$ cat config.mk
export PLATFORM = sky130hd
export DESIGN_NAME = ssx_engine_flat
export DESIGN_NICKNAME = d
export VERILOG_FILES = /design/src/ssx_pkg.sv /design/src/ssx_in_if.sv /design/src/ssx_engine.sv /design/src/flat_wrapper.sv
export SDC_FILE = /design/constraint.sdc
export NUM_CORES = 1
export LEC_CHECK = 0
export ABC_CLOCK_PERIOD_IN_PS = 10300
export BUFFER_PORTS_ARGS = -buffer_cell sky130_fd_sc_hd__buf_4
export CAP_MARGIN = 20
export CORE_MARGIN = 2
export CORE_UTILIZATION = 25
export DETAILED_ROUTE_END_ITERATION = 6
export HOLD_SLACK_MARGIN = 0.03
export PLACE_DENSITY = 0.43
export SYNTH_ARGS = -nofsm -noshare
export SYNTH_HDL_FRONTEND = slang
export SYNTH_SLANG_ARGS = --single-unit
export TNS_END_PERCENT = 100
$ cat constraint.sdc
create_clock -name clk -period 10.3 [get_ports clk]
set_clock_uncertainty 0.1 [all_clocks]
set_input_delay 1.03 -clock clk [delete_from_list [all_inputs] [get_ports clk]]
set_output_delay 1.03 -clock clk [all_outputs]
set_load 0.005 [all_outputs]
$ cat src/ssx_pkg.sv
// Shared types and constants for the segment selector translator.
// No dependencies; the modules and the testbench import this package.
`default_nettype none

package ssx_pkg;

  // Command codes carried by an input transfer
  localparam logic [1:0] CMD_WRITE     = 2'd0;
  localparam logic [1:0] CMD_TRANSLATE = 2'd1;
  localparam logic [1:0] CMD_REVERSE   = 2'd2;

  // Segment kind codes of a translate result
  localparam logic [2:0] KIND_GDT     = 3'd0;
  localparam logic [2:0] KIND_INVALID = 3'd1;
  localparam logic [2:0] KIND_NULL    = 3'd2;
  localparam logic [2:0] KIND_CODE32  = 3'd3;
  localparam logic [2:0] KIND_CODE    = 3'd4;
  localparam logic [2:0] KIND_DATA    = 3'd5;

  // Selector layout: index in 15..3, table indicator in bit 2, RPL in 1..0
  localparam int          SEL_TI_BIT      = 2;
  localparam int          SEL_INDEX_W     = 13;
  localparam logic [31:0] ALL_ONES        = 32'hFFFF_FFFF;
  localparam logic [15:0] CODE32_SELECTOR = 16'h005B;
  localparam logic [2:0]  LDT_TI          = 3'h4;
  localparam logic [2:0]  RPL_THREE       = 3'h3;

  // Number of slots a write transfer can reach (slot_index is 8 bits)
  localparam int WRITE_REACH = 256;

  typedef struct packed {
    logic [31:0] base;
    logic [31:0] limit;
    logic        is_code;
    logic        is_wide;
  } entry_t;

  typedef struct packed {
    logic        status;
    logic [31:0] linear_out;
    logic [15:0] selector_out;
    logic [15:0] offset_out;
    logic [2:0]  segment_kind;
    logic        is_wide_out;
  } result_t;

endpackage

`default_nettype wire

$ cat src/ssx_in_if.sv
// Input channel of the segment selector translator: valid/ready plus command payload.
// Depends on nothing.
`default_nettype none

interface ssx_in_if;
  logic        valid;
  logic        ready;
  logic [1:0]  cmd;
  logic [15:0] selector;
  logic [15:0] offset;
  logic [31:0] linear;
  logic [7:0]  slot_index;
  logic [31:0] slot_base;
  logic [31:0] slot_limit;
  logic        slot_is_code;
  logic        slot_is_wide;

  modport source (
    output valid, cmd, selector, offset, linear, slot_index, slot_base, slot_limit,
           slot_is_code, slot_is_wide,
    input  ready
  );
  modport sink (
    input  valid, cmd, selector, offset, linear, slot_index, slot_base, slot_limit,
           slot_is_code, slot_is_wide,
    output ready
  );
endinterface

`default_nettype wire

$ cat src/ssx_engine.sv
// Command sequencer: writes slots, translates selectors from one table read, and
// scans the table one slot per cycle for reverse lookups. Depends on ssx_pkg, ssx_in_if.
`default_nettype none

module ssx_engine #(
  parameter int TABLE_SLOTS = 256,
  parameter int DEPTH       = 256
) (
  input  wire                                          clk,
  input  wire                                          rst,
  ssx_in_if.sink                                       in_ch,
  output logic                                         wr_en,
  output logic [((DEPTH > 1) ? $clog2(DEPTH) : 1)-1:0] wr_addr,
  output ssx_pkg::entry_t                              wr_entry,
  output logic [((DEPTH > 1) ? $clog2(DEPTH) : 1)-1:0] rd_addr,
  input  wire ssx_pkg::entry_t                         rd_entry,
  input  wire                                          rd_valid,
  output logic                                         res_valid,
  input  wire                                          res_ready,
  output ssx_pkg::result_t                             res
);
  import ssx_pkg::*;

  localparam int AW = (DEPTH > 1) ? $clog2(DEPTH) : 1;

  localparam logic [1:0] S_IDLE  = 2'd0;
  localparam logic [1:0] S_TRANS = 2'd1;
  localparam logic [1:0] S_SCAN  = 2'd2;
  localparam logic [1:0] S_EMIT  = 2'd3;

  logic [1:0]             state, state_next;
  logic [AW-1:0]          rd_idx, rd_idx_next;
  logic [15:0]            sel_q;
  logic [15:0]            off_q;
  logic [31:0]            lin_q;
  result_t                res_next;

  logic                   accept;
  logic [SEL_INDEX_W-1:0] in_idx;
  logic [31:0]            cur_base;
  logic [31:0]            seg_end;
  logic                   scan_hit;
  logic [AW-1:0]          rd_idx_inc;

  assign in_ch.ready = !rst && (state == S_IDLE);
  assign accept      = in_ch.valid && in_ch.ready;
  assign in_idx      = in_ch.selector[15:3];
  assign res_valid   = (state == S_EMIT);
  assign rd_idx_inc  = AW'(rd_idx + 1'b1);

  assign wr_en    = accept && (in_ch.cmd == CMD_WRITE) &&
                    (32'(in_ch.slot_index) < 32'(TABLE_SLOTS));
  assign wr_addr  = AW'(in_ch.slot_index);
  assign wr_entry = '{base: in_ch.slot_base, limit: in_ch.slot_limit,
                      is_code: in_ch.slot_is_code, is_wide: in_ch.slot_is_wide};

  // Free or never-written slots have a zero base
  assign cur_base = rd_valid ? rd_entry.base : '0;
  assign seg_end  = cur_base + rd_entry.limit;
  assign scan_hit = (cur_base != '0) && (lin_q >= cur_base) && (lin_q < seg_end);

  always_comb begin
    rd_addr = rd_idx;
    if (state == S_IDLE) begin
      rd_addr = (in_ch.cmd == CMD_REVERSE) ? '0 : AW'(in_idx);
    end else if (state == S_SCAN) begin
      rd_addr = rd_idx_inc;
    end
  end

  always_comb begin
    state_next  = state;
    rd_idx_next = rd_idx;
    res_next    = res;
    case (state)
      S_IDLE: begin
        if (accept) begin
          res_next = '0;
          case (in_ch.cmd)
            CMD_TRANSLATE: begin
              res_next.is_wide_out = 1'b1;
              if (!in_ch.selector[SEL_TI_BIT]) begin
                res_next.segment_kind = KIND_GDT;
                res_next.linear_out   = {13'd0, in_ch.selector, 3'd0} +
                                        {16'd0, in_ch.offset};
                state_next            = S_EMIT;
              end else if (32'(in_idx) >= 32'(TABLE_SLOTS)) begin
                res_next.status       = 1'b1;
                res_next.linear_out   = ALL_ONES;
                res_next.segment_kind = KIND_INVALID;
                state_next            = S_EMIT;
              end else if (32'(in_idx) >= 32'(DEPTH)) begin
                // Beyond write reach: always free, and never slot 0
                res_next.status       = 1'b1;
                res_next.linear_out   = ALL_ONES;
                res_next.segment_kind = KIND_NULL;
                state_next            = S_EMIT;
              end else begin
                state_next = S_TRANS;
              end
            end
            CMD_REVERSE: begin
              rd_idx_next = '0;
              state_next  = S_SCAN;
            end
            default: begin
              state_next = S_IDLE;
            end
          endcase
        end
      end
      S_TRANS: begin
        res_next             = '0;
        res_next.is_wide_out = 1'b1;
        if (cur_base == '0) begin
          res_next.segment_kind = KIND_NULL;
          if (sel_q[15:3] == '0) begin
            res_next.linear_out = {16'd0, off_q};
          end else begin
            res_next.status     = 1'b1;
            res_next.linear_out = ALL_ONES;
          end
        end else begin
          res_next.linear_out  = cur_base + {16'd0, off_q};
          res_next.is_wide_out = rd_entry.is_wide;
          if (sel_q == CODE32_SELECTOR) begin
            res_next.segment_kind = KIND_CODE32;
          end else begin
            res_next.segment_kind = rd_entry.is_code ? KIND_CODE : KIND_DATA;
          end
        end
        state_next = S_EMIT;
      end
      S_SCAN: begin
        if (scan_hit) begin
          res_next              = '0;
          res_next.linear_out   = lin_q;
          res_next.selector_out = {13'(rd_idx), LDT_TI | RPL_THREE};
          res_next.offset_out   = lin_q[15:0] - cur_base[15:0];
          state_next            = S_EMIT;
        end else if (32'(rd_idx) == 32'(DEPTH - 1)) begin
          res_next            = '0;
          res_next.status     = 1'b1;
          res_next.linear_out = ALL_ONES;
          state_next          = S_EMIT;
        end else begin
          rd_idx_next = rd_idx_inc;
        end
      end
      S_EMIT: begin
        if (res_ready) begin
          state_next = S_IDLE;
        end
      end
      default: begin
        state_next = S_IDLE;
      end
    endcase
  end

  always_ff @(posedge clk) begin
    if (rst) begin
      state <= S_IDLE;
    end else begin
      state <= state_next;
    end
  end

  always_ff @(posedge clk) begin
    rd_idx <= rd_idx_next;
    res    <= res_next;
    if (accept) begin
      sel_q <= in_ch.selector;
      off_q <= in_ch.offset;
      lin_q <= in_ch.linear;
    end
  end

endmodule

`default_nettype wire

$ cat src/flat_wrapper.sv
// flat-port wrapper written by rule: the top's interface ports become plain ports
module ssx_engine_flat import ssx_pkg::*;
#(
  parameter int TABLE_SLOTS = 256,
  parameter int DEPTH       = 256
)
  (clk, rst, wr_en, wr_addr, wr_entry, rd_addr, rd_entry, rd_valid, res_valid, res_ready, res, in_ch_valid, in_ch_cmd, in_ch_selector, in_ch_offset, in_ch_linear, in_ch_slot_index, in_ch_slot_base, in_ch_slot_limit, in_ch_slot_is_code, in_ch_slot_is_wide, in_ch_ready);
  ssx_in_if in_ch_i ();
  input  wire clk;
  input  wire rst;
  output logic wr_en;
  output logic [((DEPTH > 1) ? $clog2(DEPTH) : 1)-1:0] wr_addr;
  output ssx_pkg::entry_t wr_entry;
  output logic [((DEPTH > 1) ? $clog2(DEPTH) : 1)-1:0] rd_addr;
  input  wire ssx_pkg::entry_t rd_entry;
  input  wire rd_valid;
  output logic res_valid;
  input  wire res_ready;
  output ssx_pkg::result_t res;
  input wire logic [$bits(in_ch_i.valid)-1:0] in_ch_valid;
  input wire logic [$bits(in_ch_i.cmd)-1:0] in_ch_cmd;
  input wire logic [$bits(in_ch_i.selector)-1:0] in_ch_selector;
  input wire logic [$bits(in_ch_i.offset)-1:0] in_ch_offset;
  input wire logic [$bits(in_ch_i.linear)-1:0] in_ch_linear;
  input wire logic [$bits(in_ch_i.slot_index)-1:0] in_ch_slot_index;
  input wire logic [$bits(in_ch_i.slot_base)-1:0] in_ch_slot_base;
  input wire logic [$bits(in_ch_i.slot_limit)-1:0] in_ch_slot_limit;
  input wire logic [$bits(in_ch_i.slot_is_code)-1:0] in_ch_slot_is_code;
  input wire logic [$bits(in_ch_i.slot_is_wide)-1:0] in_ch_slot_is_wide;
  output wire logic [$bits(in_ch_i.ready)-1:0] in_ch_ready;
  assign in_ch_i.valid = in_ch_valid;
  assign in_ch_i.cmd = in_ch_cmd;
  assign in_ch_i.selector = in_ch_selector;
  assign in_ch_i.offset = in_ch_offset;
  assign in_ch_i.linear = in_ch_linear;
  assign in_ch_i.slot_index = in_ch_slot_index;
  assign in_ch_i.slot_base = in_ch_slot_base;
  assign in_ch_i.slot_limit = in_ch_slot_limit;
  assign in_ch_i.slot_is_code = in_ch_slot_is_code;
  assign in_ch_i.slot_is_wide = in_ch_slot_is_wide;
  assign in_ch_ready = in_ch_i.ready;
  ssx_engine #(.TABLE_SLOTS(TABLE_SLOTS), .DEPTH(DEPTH)) u_core (.clk(clk), .rst(rst), .in_ch(in_ch_i), .wr_en(wr_en), .wr_addr(wr_addr), .wr_entry(wr_entry), .rd_addr(rd_addr), .rd_entry(rd_entry), .rd_valid(rd_valid), .res_valid(res_valid), .res_ready(res_ready), .res(res));
endmodule
==> impl_metrics.json <==
{
  "run_status": "complete, no violations",
  "final_net_count": 1724,
  "comb_power_share_pct": 38.8,
  "holdWs_ns": 0.465,
  "io-pin-count": 365,
  "htreeDepth": 4,
  "clock_tree_from_tritoncts": "done",
  "cts_post_setup_buffers_inserted": 0,
  "hold_violations": 0,
  "report.final.slew_viol_count": 0,
  "fp.coreArea_mm2": 0.0465,
  "pwr_density_cell_mw_per_mm2": 184,
  "net-switching-power_uw": 931,
  "numCtsBuffers": 17,
  "final.min_clock_period_ns": 7.31,
  "max_freq_mhz": 137,
  "critPathCaptureType": "flip-flop",
  "global_route.overflow_total": 0,
  "setup-violations-final": 0,
  "unrepaired_setup_endpoints_after_global_routing": "false",
  "fin_crit_sh_pct": 71.0,
  "leakagePower_uw": 0.00576,
  "timing.critical_path.from_type": "input pin",
  "postSynthAreaPerCell_um2": 9.23,
  "cap_violations": 0,
  "cp_max_fo": 60,
  "slew_headroom_pct": 32.8,
  "cts_repair_resize_count": 0,
  "synth.lib_cells_used.distinct": 81,
  "numClockSinks": 136,
  "routabilityCongestion": 0.872,
  "ys_seq_area_share_pct": 34.6,
  "drt_iter0_markers": 630,
  "die-area_mm2": 0.0487,
  "grt_max_degree": 66,
  "clock_power_share_pct": 24.5,
  "wire_length_of_the_first_global_routing_pass_mm": 64.1,
  "floorplan.rows": 79,
  "fin_tns_setup_ns": 0,
  "grt_antenna_before_repair": 2,
  "async_flop_share_pct": 0,
  "route.final.wire_length_mm": 43.7,
  "initial_core_util_pct": 25.3,
  "dp_hpwl_mm": 35.1,
  "area_growth_pct": 18.7,
  "clock_tree.buffer_depth": 2,
  "grt_usage_pct": 18.1,
  "share_seq_of_total_power_pct": 36.8,
  "min-delay-path-class": "reg2reg",
  "portBuffers": 211,
  "hold_bufs_at_cts": 0,
  "max-vdd-ir-drop_mv": 0.105,
  "vias": 10200,
  "netlist_area_mm2": 0.0117,
  "route.detailed.vias_per_inst": 5.06,
  "fin_util_pct": 30.0,
  "ys.flop_type": "edfxtp_1",
  "drt-wirelength-per-cell_um": 21.7,
  "power_uw": 2570,
  "grt_pass1_vias": 10100,
  "critPathRequiredTime_ns": 10.54,
  "final_area_mm2": 0.0140,
  "cts.reportedPaths.clkPinSlew_ns": 0.06,
  "drive_gt1_share_pct": 19.3,
  "detail-route-antenna-nets": 0,
  "tightestPinTransition_ns": 1.01,
  "critical_path_class": "in2reg",
  "synth_seq_cells": 136,
  "timing.critical_path.arrival_ns": 7.56,
  "diodes": 0,
  "synth_enable_flop_cells": 134,
  "switching_share_pct": 36.2,
  "synth_cells": 1273,
  "clock_latency_ns": 0.48,
  "detailed_place.area_mm2": 0.0134,
  "first_pass_iters": 7,
  "die_height_um": 221,
  "die_w_um": 221,
  "yosys_warnings": 0,
  "root_driver": "clkbuf_16",
  "drc": 0,
  "cell_internal_pwr_uw": 1640
}
placed cells by master, fill, tap and decap left out, types with 18 or more instances in the layout:
master,instances
buf_4,218
edfxtp_1,134
ha_1,122
o21ai_0,105
nand2_1,92
nor2_1,82
a21oi_1,77
xnor2_1,66
inv_1,51
a21o_1,38
xor2_1,35
nand3_1,33
nand4_1,24
and2_1,20
nor3_1,20
o211ai_1,19
nor2b_1,19
o21a_1,18
path summary, 6_finish.rpt:
path | cells after the start | endpoint | startpoint | slack (ns)
worst max-delay path | 25 | u_core.res[25]$_DFFE_PP_ | rd_valid | 2.99
worst min-delay path | 2 | u_core.state[1]$_SDFFE_PP0P_ | u_core.state[1]$_SDFFE_PP0P_ | 0.47
worst min register to register | 2 | u_core.state[1]$_SDFFE_PP0P_ | u_core.state[1]$_SDFFE_PP0P_ | 0.47
worst max register to register | 14 | u_core.rd_idx[0]$_SDFFCE_PN0P_ | u_core.lin_q[0]$_DFFE_PP_ | 5.39
worst max-delay path: stages:
cell and delay (ns):
buf_4 0.48, and2_1 0.28, ha_1 0.25, ha_1 0.23
a21oi_1 0.09, a2111oi_2 0.30, o22ai_1 0.20, o31a_1 0.34
o21ai_1 0.26, nand4_1 0.19, a31o_2 0.30, o21bai_1 0.14
a21oi_1 0.09, xor2_1 0.15, ha_1 0.18, a21o_1 0.17
a21oi_1 0.13, nor2b_1 0.06, o211ai_1 0.16, a21oi_1 0.10
or4_1 0.47, a31oi_1 0.29, nand4_1 0.83, inv_2 0.61
and2_1 0.19
flip-flops by register name (all words and copies together), names as in the netlist:
register       cells
u_core.lin_q      32
u_core.rd_idx      8
u_core.state       2
u_core.res        62
u_core.sel_q      16
u_core.off_q      16
Yosys cell counts, types with 7 or more instances:
cell,instances,share of area [%]
nand2_1,92,2.9
o21ai_0,105,4.5
and3_1,13,0.69
nor3_1,20,0.85
o21bai_1,9,0.58
xnor2_1,66,4.9
nand4_1,24,1.3
nor2_1,83,2.7
edfxtp_1,134,34
inv_1,52,1.7
a21o_1,38,2.4
buf_4,83,5.3
o221ai_1,11,0.82
clkbuf_1,25,0.80
a211oi_1,10,0.64
nor2b_1,19,1.0
and2_1,20,1.1
xor2_1,35,2.6
or3_1,7,0.37
nor4_1,14,0.75
o31ai_1,8,0.51
o21a_1,18,1.2
nand3b_1,9,0.58
nand3_1,33,1.4
nand2b_1,12,0.64
ha_1,122,13
buf_2,11,0.47
o211ai_1,19,1.2
a21oi_1,77,3.3
through the flow:
stage               cells  setup WS [ns]
floorplan            1277          0.902
detailed placement   1977           2.48
CTS                  2009           2.99
global route         2009           2.50
global placement     1977           2.53
finish               2009           2.99
power by group through the flow:
stage	clock (uW)	combinational, uW	sequential [uW]
detailed placement	0	1000	958
global placement	0	1000	962
global route	667	1110	965
floorplan	0	545	927
CTS	650	1010	953
finish	629	996	945
cells by family after synthesis:
| logic type | share of synthesized area [%] |
|---|---|
| AO/OA/AOI/OAI | 20.2 |
| AND/OR/NAND/NOR | 15.4 |
| buffers and inverters | 8.54 |
| flip-flops | 34.6 |
| adder cells (fa/ha/maj) | 13.5 |
| XOR/XNOR | 7.53 |
| multiplexers | 0.170 |
| other | 0.0319 |
metal layers:
| layer | vias to the layer above | GRT usage, % | share of wire [%] |
|---|---|---|---|
| met1 | 4877 | 23.7 | 45 |
| li1 | 4869 | - | - |
| met4 | 4 | 6.47 | 2.5 |
| met2 | 356 | 28.5 | 45 |
| met3 | 60 | 4.96 | 7.0 |
| met5 | - | 0 | 0.076 |
final cells by class:
cell class | instances | area [um^2]
inverter | 55 | 206
clock inverter | 13 | 148
clock buffer | 19 | 433
timing repair buffer | 218 | 1640
tap | 607 | 759
multi-input combinational | 961 | 6700
fill | 4959 | 32500
sequential | 136 | 4060
(Power assumes the default switching activity.)
